**src/design/fhd_pkg.sv**
```systemverilog
`timescale 1ns / 1ps
`default_nettype none

package fhd_pkg;

  localparam logic [7:0]  MAGIC_A     = 8'h42;
  localparam logic [7:0]  MAGIC_B     = 8'h4E;
  localparam logic [7:0]  HDR_VERSION = 8'h01;
  localparam logic [3:0]  HDR_LEN     = 4'd9;
  localparam logic [3:0]  IDX_MAGIC_A = 4'd0;
  localparam logic [3:0]  IDX_MAGIC_B = 4'd1;
  localparam logic [3:0]  IDX_VERSION = 4'd2;
  localparam logic [3:0]  IDX_KIND_HI = 4'd3;
  localparam logic [3:0]  IDX_KIND_LO = 4'd4;
  localparam logic [32:0] COUNT_MAX   = {33{1'b1}};

  typedef enum logic [2:0] {
    ST_OK      = 3'd0,
    ST_MAGIC   = 3'd1,
    ST_VERSION = 3'd2,
    ST_SHORT   = 3'd3,
    ST_LENGTH  = 3'd4
  } status_t;

  typedef struct packed {
    logic        data_valid;
    logic [7:0]  payload_byte;
    logic [15:0] frame_kind;
    logic [31:0] declared_length;
    logic        frame_end;
    status_t     frame_status;
  } result_t;

endpackage

`default_nettype wire

```
**src/design/fhd_core.sv**
```systemverilog
`timescale 1ns / 1ps
`default_nettype none

module fhd_core (
  input  wire logic            clk,
  input  wire logic            rst,
  input  wire logic            step,
  input  wire logic [7:0]      in_byte,
  input  wire logic            in_last,
  output logic                 produce,
  output fhd_pkg::result_t     res
);

  logic [3:0]       header_index, header_index_next;
  logic [15:0]      kind_shift, kind_shift_next;
  logic [31:0]      length_shift, length_shift_next;
  logic [32:0]      payload_count, payload_count_next;
  fhd_pkg::status_t error_code, error_code_next;

  always_comb begin
    fhd_pkg::status_t hdr_err;
    fhd_pkg::status_t status;
    logic             data;

    hdr_err            = fhd_pkg::ST_OK;
    data               = 1'b0;
    status             = fhd_pkg::ST_OK;
    header_index_next  = header_index;
    kind_shift_next    = kind_shift;
    length_shift_next  = length_shift;
    payload_count_next = payload_count;

    if (header_index != fhd_pkg::HDR_LEN) begin
      case (header_index)
        fhd_pkg::IDX_MAGIC_A: begin
          if (in_byte != fhd_pkg::MAGIC_A) hdr_err = fhd_pkg::ST_MAGIC;
        end
        fhd_pkg::IDX_MAGIC_B: begin
          if (in_byte != fhd_pkg::MAGIC_B) hdr_err = fhd_pkg::ST_MAGIC;
        end
        fhd_pkg::IDX_VERSION: begin
          if (in_byte != fhd_pkg::HDR_VERSION) hdr_err = fhd_pkg::ST_VERSION;
        end
        fhd_pkg::IDX_KIND_HI, fhd_pkg::IDX_KIND_LO: begin
          kind_shift_next = {kind_shift[7:0], in_byte};
        end
        default: begin
          length_shift_next = {length_shift[23:0], in_byte};
        end
      endcase
      header_index_next = header_index + 4'd1;
    end else begin
      data = (error_code == fhd_pkg::ST_OK) && (payload_count < {1'b0, length_shift});
      if (payload_count != fhd_pkg::COUNT_MAX) payload_count_next = payload_count + 33'd1;
    end

    error_code_next = (error_code == fhd_pkg::ST_OK) ? hdr_err : error_code;

    if (in_last) begin
      if (error_code_next != fhd_pkg::ST_OK) begin
        status = error_code_next;
      end else if (header_index_next != fhd_pkg::HDR_LEN) begin
        status = fhd_pkg::ST_SHORT;
      end else if (payload_count_next != {1'b0, length_shift_next}) begin
        status = fhd_pkg::ST_LENGTH;
      end
    end

    produce             = in_last || data;
    res.data_valid      = data;
    res.payload_byte    = data ? in_byte : 8'd0;
    res.frame_kind      = kind_shift_next;
    res.declared_length = length_shift_next;
    res.frame_end       = in_last;
    res.frame_status    = status;
  end

  always_ff @(posedge clk) begin
    if (rst || (step && in_last)) begin
      header_index  <= '0;
      kind_shift    <= '0;
      length_shift  <= '0;
      payload_count <= '0;
      error_code    <= fhd_pkg::ST_OK;
    end else if (step) begin
      header_index  <= header_index_next;
      kind_shift    <= kind_shift_next;
      length_shift  <= length_shift_next;
      payload_count <= payload_count_next;
      error_code    <= error_code_next;
    end
  end

endmodule

`default_nettype wire

```
**src/design/frame_header_deframer.sv**
```systemverilog
// Frame header deframer.
// Slave channel: one frame byte per item on s_tdata, s_tlast on the last
// byte of a frame. Master channel: one item per payload byte passed out and
// one item (tlast set) for the last byte of every frame, carrying the final
// status; downstream drops the frame's payload when that status is not ok.
// Header bytes other than the last produce no item.
// Path: an accepted byte lands in the input register and is checked there;
// its item is loaded into the output register when the byte steps on, and
// m_tvalid rises with that load.
// Throughput: one byte per cycle unless stalled as below; each accepted byte
// updates the header index, shift registers and 33-bit payload counter.
// Stall: while a result waits in the output register, bytes that produce no
// item keep flowing; a byte that produces an item waits in the input
// register until the output register is taken, with s_tready low meanwhile.
// Reset (rst, synchronous) empties both registers and clears the frame
// state; the state also clears after the last byte of every frame.
`timescale 1ns / 1ps
`default_nettype none

module frame_header_deframer (
  input  wire logic        clk,
  input  wire logic        rst,
  input  wire logic        s_tvalid,
  output logic             s_tready,
  input  wire logic [7:0]  s_tdata,   // in_byte
  input  wire logic        s_tlast,   // frame_last
  output logic             m_tvalid,
  input  wire logic        m_tready,
  output logic [47:0]      m_tdata,   // payload_byte, declared_length, frame_status, zero fill
  output logic [16:0]      m_tuser,   // data_valid, frame_kind
  output logic             m_tlast    // frame_end
);

  logic              in_valid;
  logic [7:0]        in_byte;
  logic              in_last;
  logic              out_valid;
  fhd_pkg::result_t  out_res;
  fhd_pkg::result_t  res;
  logic              produce;
  logic              step;

  assign step     = in_valid && (!produce || !out_valid || m_tready);
  assign s_tready = !in_valid || step;

  fhd_core u_core (
    .clk     (clk),
    .rst     (rst),
    .step    (step),
    .in_byte (in_byte),
    .in_last (in_last),
    .produce (produce),
    .res     (res)
  );

  always_ff @(posedge clk) begin
    if (rst) begin
      in_valid <= 1'b0;
    end else if (s_tready) begin
      in_valid <= s_tvalid;
    end
  end

  always_ff @(posedge clk) begin
    if (s_tready && s_tvalid) begin
      in_byte <= s_tdata;
      in_last <= s_tlast;
    end
  end

  always_ff @(posedge clk) begin
    if (rst) begin
      out_valid <= 1'b0;
    end else if (step && produce) begin
      out_valid <= 1'b1;
    end else if (m_tready) begin
      out_valid <= 1'b0;
    end
  end

  always_ff @(posedge clk) begin
    if (step && produce) begin
      out_res <= res;
    end
  end

  assign m_tvalid = out_valid;
  assign m_tdata  = {5'd0, out_res.frame_status, out_res.declared_length, out_res.payload_byte};
  assign m_tuser  = {out_res.frame_kind, out_res.data_valid};
  assign m_tlast  = out_res.frame_end;

`ifndef ASSERT_OFF
  a_item_has_content: assert property (@(posedge clk) disable iff (rst)
    out_valid |-> (out_res.data_valid || out_res.frame_end))
    else $error("result item with neither payload nor frame end");

  a_status_on_end_only: assert property (@(posedge clk) disable iff (rst)
    (out_valid && !out_res.frame_end) |-> (out_res.frame_status == fhd_pkg::ST_OK))
    else $error("status reported before frame end");

  a_payload_zero_when_idle: assert property (@(posedge clk) disable iff (rst)
    (out_valid && !out_res.data_valid) |-> (out_res.payload_byte == 8'd0))
    else $error("payload byte set without data_valid");

  a_no_overwrite: assert property (@(posedge clk) disable iff (rst)
    (out_valid && !m_tready) |=> (out_valid && $stable(out_res)))
    else $error("pending result overwritten");
`endif

endmodule

`default_nettype wire

```
**config.mk**
```make
export PLATFORM = sky130hd
export DESIGN_NAME = frame_header_deframer
export DESIGN_NICKNAME = d
export VERILOG_FILES = /design/src/design/fhd_pkg.sv /design/src/design/fhd_core.sv /design/src/design/frame_header_deframer.sv
export SDC_FILE = /design/constraint.sdc
export NUM_CORES = 1
export LEC_CHECK = 0
export ABC_AREA = 1
export CORE_MARGIN = 2
export CORE_UTILIZATION = 35
export DETAILED_ROUTE_END_ITERATION = 16
export DONT_BUFFER_PORTS = 1
export PLACE_DENSITY = 0.49
export REMOVE_ABC_BUFFERS = 1
export SYNTH_ARGS = -nofsm -noshare
export SYNTH_HDL_FRONTEND = slang
export SYNTH_SLANG_ARGS = --single-unit
```
**constraint.sdc**
```tcl
create_clock -name clk -period 10.8 [get_ports clk]
set_input_delay 1.08 -clock clk [delete_from_list [all_inputs] [get_ports clk]]
set_output_delay 1.08 -clock clk [all_outputs]
set_load 0.02 [all_outputs]
```
==> impl_metrics.env, run 1 <==
export IMPL_tightest_slew_ps=1120
export IMPL_syn_area_sq_um=9500
export IMPL_ys_seq_area_share_pct=41.1
export IMPL_clk_path_buf_depth=2
export IMPL_max_freq_mhz=219
export IMPL_required_ps=11080
export IMPL_post_route_period_util_pct=42.3
export IMPL_r2r_slack_ps=6230
export IMPL_crit_type="reg -> reg"
export IMPL_finalSetupViolCount=0
export IMPL_cp_slowest_cell="nand2_4"
export IMPL_n_antenna_cell=0
export IMPL_insertion_delay_ps=440
export IMPL_min_delay_start="u_core.kind_shift[13]$_SDFFE_PP0N_"
export IMPL_finalInstanceArea_sq_um=10200
export IMPL_pin_count=81
export IMPL_num_vias=8301
export IMPL_wl_mm=28.7
export IMPL_path_max_fanout=89
export IMPL_worst_slack_ps=6230
export IMPL_die_area_sq_um=28500
export IMPL_die_h_um=169
export IMPL_place_area_sq_um=9590
export IMPL_area_growth_pct=7.40
export IMPL_wl_per_cell_um=18.0
export IMPL_worstHoldPathCells=2
export IMPL_slew_viol_final=0
export IMPL_ant_nets=0
export IMPL_worstPathArrival_ps=4850
export IMPL_ys_flop_type="dfxtp_1"
export IMPL_ys_top_cells_by_area="edfxtp_1, dfxtp_1, nand2_1"
export IMPL_start_util_pct=35.4
export IMPL_core_rowCount=60
export IMPL_grt_usage_pct=20.4
export IMPL_final_min_clock_period_ps=4570
export IMPL_grt_overflow=0
export IMPL_root_buffer="clkbuf_16"
export IMPL_grt_pass1_wl_mm=44.7
export IMPL_drive_gt1_share_pct=8.74
export IMPL_vdd_drop_max_mv=0.0788
export IMPL_cts_resized=0
export IMPL_nets=1294
export IMPL_power_total_w=0.00140
export IMPL_cp_slowest_stage_delay_ps=870
export IMPL_drt_iter0_drc=630
export IMPL_hold_viol_final=0
export IMPL_ctsHoldBuffers=0
export IMPL_syn_avg_cell_area_sq_um=7.43
export IMPL_synth_edf_count=70
export IMPL_routed_via_density=5.19
export IMPL_cts_tree="built"
export IMPL_cap_violations=0
export IMPL_synth_cell_type_count=45
export IMPL_p_leak_nw=3.99
export IMPL_dp_hpwl_mm=19.4
export IMPL_status="complete, no violations"
export IMPL_synth_top_area_cell="edfxtp_1"
export IMPL_cts_buffers=17
export IMPL_cts_clk_slew_worst_paths_ps=80
export IMPL_drc_errors=0
export IMPL_post_cts_setup_buffers=0
export IMPL_hp_class="reg -> reg"
export IMPL_drt_pre_antenna_iters=6
export IMPL_place_gp_congestion=0.848
export IMPL_grt_pass1_vias=7588
export IMPL_synth_seq_cells=160
export IMPL_place_ws_ps=6270
export IMPL_yosysTopAreaCellShare_pct=22.1
export IMPL_syn_inst=1279
export IMPL_die_x_um=169
export IMPL_core_area_sq_um=26800
export IMPL_antenna_found_initial=0
export IMPL_worstReg2RegEnd="u_core.payload_count[17]$_SDFFE_PP0N_"
export IMPL_min_to="u_core.kind_shift[13]$_SDFFE_PP0N_"
export IMPL_rsz0062_at_grt="no"
export IMPL_slew_headroom_pct=25.6
export IMPL_cp_end_kind="flip-flop"
export IMPL_fin_cells=1599
export IMPL_final_setup_tns_ps=0
export IMPL_cellPowerDensity_nw_per_um2=137
export IMPL_start_kind="flip-flop"
export IMPL_crit_chain="inv_1, ha_1, nand2_1, nor3_1, nor2_1, o21ai_0, nand2_1, a21oi_1, o21bai_1, nand2_2, nand2_2, nand2_4, buf_4, nand3_1, nand2_4, a21oi_1"
export IMPL_async_flop_share_pct=0
export IMPL_r2r_start="u_core.length_shift[4]$_SDFFE_PP0N_"
export IMPL_place_inst=1567
export IMPL_cts_sinks=160
export IMPL_worst_clock_skew_ps=12.1
export IMPL_r2r_cells=16
export IMPL_h_tree_depth=4
export IMPL_io_buffer_count=0
export IMPL_grt_max_degree=90
export IMPL_ys_warn_count=0
==> how the worst max path moves through the flow <==
stage,startpoint,to,slack [ps],depth (start not counted)
3_5_place_dp,u_core.length_shift[4]$_SDFFE_PP0N_,u_core.length_shift[22]$_SDFFE_PP0N_,6270,16
4_1_cts,u_core.length_shift[4]$_SDFFE_PP0N_,u_core.length_shift[14]$_SDFFE_PP0N_,6250,16
6_report,u_core.length_shift[4]$_SDFFE_PP0N_,u_core.payload_count[17]$_SDFFE_PP0N_,6230,16
2_1_floorplan,u_core.length_shift[4]$_SDFFE_PP0N_,m_tdata[0]$_SDFFCE_PN0P_,6880,14
3_3_place_gp,u_core.length_shift[4]$_SDFFE_PP0N_,u_core.length_shift[27]$_SDFFE_PP0N_,6410,16
5_1_grt,u_core.length_shift[4]$_SDFFE_PP0N_,u_core.length_shift[0]$_SDFFE_PP0N_,5880,16
==> layer usage <==
metal / GRT usage (%) / routed length, um
met1: 27.6 / 13500
met2: 32.9 / 13100
met3: 3.90 / 1510
met4: 6.37 / 552
met5: 0 / 0
==> Yosys cell counts, drive strengths merged, types with 2 or more instances <==
cell type,instances
nand3b,12
xor2,8
nand4,45
nor3,8
nor4,3
nand2,368
ha,36
edfxtp,70
o21ai,54
buf,48
a21oi,106
nand3,157
dfxtp,90
mux2,8
clkbuf,14
or2,6
inv,140
a31oi,2
nor2,93
==> cell families (layout without fill, tap and decap cells) <==
group | Yosys count | in the layout | synth area share (%)
xor gates and xnor gates | 9 | 9 | 0.830
DFF | 160 | 160 | 41.1
other | 1 | 5 | 0.0395
and+or+nand+nor | 694 | 694 | 32.8
adders and majority gates | 36 | 36 | 4.74
AOI/OAI and AO/OA | 168 | 168 | 9.86
muxes | 8 | 8 | 0.948
buffers and inverters | 203 | 178 | 9.73
==> flip-flops by register name, summed over array words and instances (netlist names) <==
name / flops
m_tdata: 43
u_core.payload_count: 33
u_core.length_shift: 32
m_tuser: 17
u_core.kind_shift: 16
in_byte: 8
u_core.header_index: 4
u_core.error_code: 3
in_last: 1
in_valid: 1
m_tlast: 1
m_tvalid: 1
==> power breakdown <==
group / switching [W] / internal [W] / total, W
registers: 0.0000156 / 0.000644 / 0.000659
logic: 0.0000870 / 0.0000274 / 0.000114
clock network: 0.000294 / 0.000335 / 0.000629
==> layout by cell type (no fill, tap or decap), drive strengths merged, types with 6 or more instances in the layout <==
cell and count:
nand2 368, nor2 93, nand3 157, edfxtp 70
xor2 8, or2 6, o21ai 54, inv 148
mux2 8, a21oi 106, nand3b 12, clkbuf 19
nand4 45, ha 36, nor3 8, dfxtp 90
==> critical path, delay by kind of cell (launching register included) <==
family	cells	cell delay, ps
AOI/OAI and AO/OA	4	560
adders and majority gates	1	300
buffers and inverters	2	870
DFF	1	480
and+or+nand+nor	9	2010
==> area by class of cell <==
type | instances | area, sq um
clock inverter | 13 | 135
tap | 341 | 427
clock buffer | 19 | 475
multi-input combinational | 920 | 4690
sequential | 160 | 3910
inverter | 141 | 529
timing repair buffer | 5 | 37.5
fill | 2782 | 16600
==> through the flow <==
stage / hold slack (ps) / util (%)
2_1_floorplan: 430 / -
3_3_place_gp: 445 / 35.8
3_5_place_dp: 449 / 35.8
4_1_cts: 462 / 38.1
5_1_grt: 479 / 38.1
6_report: 461 / 38.1
No activity file was read; power rests on OpenSTA's default activity.
==> run 2: changes to the inputs <==
PLACE_DENSITY = 0.51   (was 0.49)
clock period = 4.1 ns   (was 10.8 ns; I/O delays follow)
==> run 2 against run 1 <==
Effect of this change: register-to-register slack got worse by 5600 ps; global-route usage rose by 0.39 points; critical path type unchanged; first-iteration DRC count rose by 5.9%; worst hold slack got worse by 440 ps; final cell count rose by 0.69%; sequential power rose to 2.6 times the previous value; largest power group unchanged; via count rose by 1.2%; critical path depth fell by 1; flip-flop and latch count did not move; core utilization rose by 0.34 points.
==> impl_metrics.env, run 2 (synthesis gave the netlist of run 1 again) <==
export IMPL_status="complete, no violations"
export IMPL_worst_clock_skew_ps=15.8
export IMPL_mostFrequentLayoutCell="nand2_1"
export IMPL_clk_path_buf_depth=2
export IMPL_dp_hpwl_mm=20.6
export IMPL_p_leak_nw=4.04
export IMPL_cp_end_kind="flip-flop"
export IMPL_cts_sinks=160
export IMPL_fin_util_pct=38.4
export IMPL_p_switching_w=0.00107
export IMPL_wl_mm=29.1
export IMPL_cts_buffers=17
export IMPL_io_buffer_count=0
export IMPL_cts_clk_slew_worst_paths_ps=80
export IMPL_crit_type="reg -> reg"
export IMPL_worstPathArrival_ps=3560
export IMPL_rsz0062_at_grt="no"
export IMPL_post_cts_setup_buffers=0
export IMPL_drt_pre_antenna_iters=5
export IMPL_path_max_fanout=21
export IMPL_tightest_slew_ps=648
export IMPL_drive_gt1_share_pct=9.54
export IMPL_core_area_sq_um=26800
export IMPL_max_freq_mhz=289
export IMPL_required_ps=4200
export IMPL_slew_viol_final=0
export IMPL_min_delay_start="rst"
export IMPL_min_to="in_valid$_SDFFE_PP0P_"
export IMPL_r2r_start="u_core.length_shift[4]$_SDFFE_PP0N_"
export IMPL_power_frac_seq_pct=47.5
export IMPL_power_frac_comb_pct=8.3
export IMPL_pwr_share_clk_pct=44.2
export IMPL_hold_viol_final=0
export IMPL_num_vias=8400
export IMPL_ctsHoldBuffers=0
export IMPL_die_h_um=169
export IMPL_mostFrequentLayoutCells="nand2_1, nand3_1, inv_1"
export IMPL_grt_overflow=0
export IMPL_place_gp_congestion=0.906
export IMPL_drt_iter0_drc=667
export IMPL_grt_max_degree=61
export IMPL_cellPowerDensity_nw_per_um2=356
export IMPL_insertion_delay_ps=450
export IMPL_post_route_period_util_pct=84.5
export IMPL_start_util_pct=35.4
export IMPL_n_antenna_cell=0
export IMPL_grt_pass1_vias=7829
export IMPL_slew_headroom_pct=56.4
export IMPL_area_growth_pct=8.36
export IMPL_r2r_cells=15
export IMPL_nets=1305
export IMPL_worstReg2RegEnd="m_tdata[14]$_DFFE_PP_"
export IMPL_hp_class="in -> reg"
export IMPL_ant_nets=0
export IMPL_pin_count=81
export IMPL_p_sw_share_pct=29.3
export IMPL_root_buffer="clkbuf_16"
export IMPL_h_tree_depth=4
export IMPL_core_rowCount=60
export IMPL_antenna_found_initial=0
export IMPL_grt_usage_pct=20.8
export IMPL_cts_tree="built"
export IMPL_r2r_slack_ps=640
export IMPL_start_kind="flip-flop"
export IMPL_final_min_clock_period_ps=3460
export IMPL_cts_resized=0
export IMPL_routed_via_density=5.22
export IMPL_fillers=2743
export IMPL_vdd_drop_max_mv=0.251
export IMPL_wl_per_cell_um=18.1
export IMPL_final_setup_tns_ps=0
export IMPL_drc_errors=0
export IMPL_worstHoldPathCells=1
export IMPL_cap_violations=0
export IMPL_largest_register_ffs=43
export IMPL_die_x_um=169
export IMPL_die_area_sq_um=28500
export IMPL_p_int_w=0.00259
export IMPL_finalSetupViolCount=0
export IMPL_grt_pass1_wl_mm=45.7
## run 2: critical path, cell delays in order, from the launching register on
cell	delay [ps]
dfxtp_1	450
inv_1	70
ha_1	290
nand2_1	70
nor3_1	170
nor2_1	100
o21ai_0	170
nand2_1	80
a21oi_1	140
o21bai_1	100
nand2_2	210
nand2_2	130
nand2_4	180
nand3_1	110
inv_2	360
buf_4	440
## run 2: worst max path at each step
stage,depth (start not counted),endpoint,start
after CTS,15,m_tdata[23]$_DFFE_PP_,u_core.length_shift[4]$_SDFFE_PP0N_
final,15,m_tdata[14]$_DFFE_PP_,u_core.length_shift[4]$_SDFFE_PP0N_
after detailed placement,15,m_tdata[40]$_SDFFCE_PN0P_,u_core.length_shift[4]$_SDFFE_PP0N_
after floorplan,14,m_tdata[0]$_SDFFCE_PN0P_,u_core.length_shift[4]$_SDFFE_PP0N_
after global routing,17,m_tdata[42]$_SDFFCE_PN0P_,u_core.payload_count[0]$_SDFFE_PP0N_
after global placement,17,m_tdata[42]$_SDFFCE_PN0P_,u_core.payload_count[0]$_SDFFE_PP0N_
## run 2: power by group through the flow
| stage | clock [W] | combinational [W] | sequential (W) |
|---|---|---|---|
| after floorplan | 0 | 0.000192 | 0.00177 |
| after global placement | 0 | 0.000305 | 0.00178 |
| after detailed placement | 0 | 0.000304 | 0.00178 |
| after CTS | 0.00165 | 0.000306 | 0.00174 |
| after global routing | 0.00171 | 0.000340 | 0.00175 |
| final | 0.00162 | 0.000304 | 0.00174 |
## run 2: layout make-up
| cell class | instances | area, sq um | share of cell area (%) |
|---|---|---|---|
| clock buffers | 17 | 425 | 4.13 |
| clock inverters | 15 | 169 | 1.64 |
| inverters | 141 | 529 | 5.14 |
| multi-input cells | 920 | 4690 | 45.6 |
| flip-flops and latches | 160 | 3910 | 38.0 |
| well taps | 341 | 427 | 4.14 |
| repair buffers | 16 | 145 | 1.41 |
## run 2: metal layers
metal / track usage, % / vias to the layer above / part of all wire, % / wire (um)
met1: 28.4 / 3904 / 47 / 13800
li1: - / 4201 / - / -
met4: 7.01 / 0 / 2.7 / 786
met2: 33.6 / 250 / 46 / 13400
met3: 3.09 / 45 / 4.0 / 1170
met5: 0 / - / 0 / 0
## run 2: per-stage QoR
stage	instance area [sq um]	setup WS (ps)	hold slack, ps	power [W]	std cells
after floorplan	9120	181	430	0.00196	1221
after global placement	9700	687	447	0.00208	1578
after detailed placement	9700	633	452	0.00208	1578
after CTS	10300	624	12.3	0.00370	1610
after global routing	10300	344	7.84	0.00380	1610
final	10300	636	24.9	0.00367	1610
==> run 3: changes to the inputs <==
clock period = 3 ns   (was 4.1 ns; I/O delays follow)
==> run 3 against run 2 <==
Effect of this change: non-clock buffer count is 64 higher; total power rose by 41%; critical endpoint is now s_tready; clock power grew 41%; setup slack worse by 530 ps; via count rose by 2.3%; count of clock-buffer cells in the layout stayed put; largest cell class unchanged; critical path type is now reg -> out; worst hold slack got worse by 5.5 ps; combinational power rose by 61%.
==> impl_metrics.env, run 3 (synthesis gave the netlist of run 1 again) <==
export IMPL_cpLargestDelayFamily="simple AND/OR/NAND/NOR gates"
export IMPL_crit_chain="buf_4, ha_1, nand2_1, o21ai_0, nor2_1, o21ai_1, nand2_1, a21oi_2, o21bai_1, nand2_2, nand2_4, nand3_4, buf_6"
export IMPL_grt_usage_pct=21.2
export IMPL_status="complete, no violations"
export IMPL_crit_buf_inv=2
export IMPL_cp_slowest_stage_delay_ps=340
export IMPL_core_area_sq_um=26800
export IMPL_mostFrequentLayoutCells="nand2_1, nand3_1, inv_1"
export IMPL_ant_nets=0
export IMPL_final_min_clock_period_ps=2890
export IMPL_drt_iter0_drc=714
export IMPL_antenna_found_initial=0
export IMPL_cts_sinks=160
export IMPL_hold_viol_final=0
export IMPL_cp_end_kind="output pin"
export IMPL_post_route_period_util_pct=96.5
export IMPL_wl_met1_mm=14.0
export IMPL_path_max_fanout=4
export IMPL_pin_count=81
export IMPL_die_h_um=169
export IMPL_power_total_w=0.00515
export IMPL_worst_clock_skew_ps=9.91
export IMPL_h_tree_depth=4
export IMPL_n_antenna_cell=0
export IMPL_slew_headroom_pct=53.4
export IMPL_drive_gt1_share_pct=14.9
export IMPL_finalInstanceArea_sq_um=11100
export IMPL_io_buffer_count=0
export IMPL_wl_met2_mm=14.2
export IMPL_largest_register_ffs=43
export IMPL_slew_viol_final=0
export IMPL_fin_util_pct=41.4
export IMPL_die_area_sq_um=28500
export IMPL_start_kind="flip-flop"
export IMPL_worstPathArrival_ps=2590
export IMPL_dr_wl_met3_mm=1.47
export IMPL_core_rowCount=60
export IMPL_grt_pass1_vias=8131
export IMPL_required_ps=2700
export IMPL_clk_path_buf_depth=2
export IMPL_root_buffer="clkbuf_16"
export IMPL_cp_slowest_cell="dfxtp_2"
export IMPL_crit_type="reg -> out"
export IMPL_p_leak_nw=4.44
export IMPL_cts_clk_slew_worst_paths_ps=80
export IMPL_hp_class="in -> reg"
export IMPL_cts_buffers=17
export IMPL_finalSetupViolCount=0
export IMPL_num_vias=8597
export IMPL_max_freq_mhz=345
export IMPL_critPathMostFrequentCell="nand2_1"
export IMPL_grt_overflow=0
export IMPL_grt_max_degree=88
export IMPL_cellPowerDensity_nw_per_um2=464
export IMPL_seq_area_sq_um=3930
export IMPL_place_area_sq_um=10200
export IMPL_cts_tree="built"
export IMPL_top_layer_used="met4"
export IMPL_multi_input_comb_area_sq_um=4780
export IMPL_drt_pre_antenna_iters=5
export IMPL_wl_per_cell_um=18.0
export IMPL_start_util_pct=35.4
export IMPL_place_gp_congestion=0.912
export IMPL_cap_violations=0
export IMPL_drc_errors=0
export IMPL_fillers=2745
export IMPL_die_x_um=169
export IMPL_dp_hpwl_mm=21.5
export IMPL_area_growth_pct=16.9
export IMPL_routed_via_density=5.14
export IMPL_tightest_slew_ps=700
export IMPL_mostFrequentLayoutCell="nand2_1"
export IMPL_wl_mm=30.1
export IMPL_nets=1369
export IMPL_insertion_delay_ps=440
export IMPL_grt_pass1_wl_mm=46.8
export IMPL_vdd_drop_max_mv=0.286
run 3: cell types whose count changed in the layout (fill, tap and decap cells not counted), moves of 10 or more:
cell,change
dlygate4sd3_1,+10
buf_12,+13
dfxtp_1,-13
buf_4,+40
dfxtp_2,+11
run 3: per-stage QoR:
| step | cells | hold WS, ps | setup slack (ps) | TNS (ps) |
|---|---|---|---|---|
| after global placement | 1623 | 363 | 17.3 | 0 |
| after CTS | 1665 | 0.0404 | 3.90 | 0 |
| after floorplan | 1221 | 369 | -919 | -88150 |
| after detailed placement | 1623 | 367 | -25.2 | -25.2 |
| after global routing | 1674 | 32.0 | -14.8 | -14.8 |
| final | 1674 | 19.4 | 105 | 0 |
run 3: final timing paths:
check	from	to	slack [ps]	cells after the start
max reg2reg	u_core.payload_count[8]$_SDFFE_PP0N_	m_tdata[42]$_SDFFCE_PN0P_	180	16
min reg2reg	u_core.error_code[2]$_SDFFE_PP0N_	u_core.error_code[2]$_SDFFE_PP0N_	450	2
max	u_core.payload_count[3]$_SDFFE_PP0N_	s_tready	110	13
min	s_tvalid	in_valid$_SDFFE_PP0P_	20	2
run 3: final cells by class:
class | count | area share, %
clock inverter | 15 | 1.72
sequential | 160 | 35.4
tap | 341 | 3.84
inverter | 141 | 4.77
multi-input combinational | 920 | 43.1
clock buffer | 17 | 3.83
timing repair buffer | 80 | 7.36
run 3: repair_timing:
action	CTS	global route
setup buffers	0	9
gates resized for setup	2	39
hold buffers	10	0
pin swaps	0	7
setup endpoints to repair	1	160
endpoints found under the hold margin	11	0
run 3: routing by layer:
metal  up-vias  track usage [%]
li1       4333                -
met1      3991             28.8
met2       241             35.0
met3        32             3.53
met4         0             5.77
met5         -                0
run 3: report_power, final:
part	leakage, nW	total [W]	internal (W)	switching [W]
Combinational	2.72	0.000490	0.000162	0.000328
Sequential	1.42	0.00238	0.00231	0.0000653
Clock	0.297	0.00228	0.00120	0.00108
run 3: worst reg2reg max path: stages (launching register included):
cell and delay [ps]:
dfxtp_1 460, nand2_1 170, nor2_1 200, nand2_1 160
nor2_2 180, nand3_4 180, buf_4 240, nand3_1 110
a21oi_1 130, nor2_1 120, nand2_1 70, nor2_2 120
nand2_1 130, nor2_1 100, nand2_1 70, nand2_1 70
a21oi_1 60
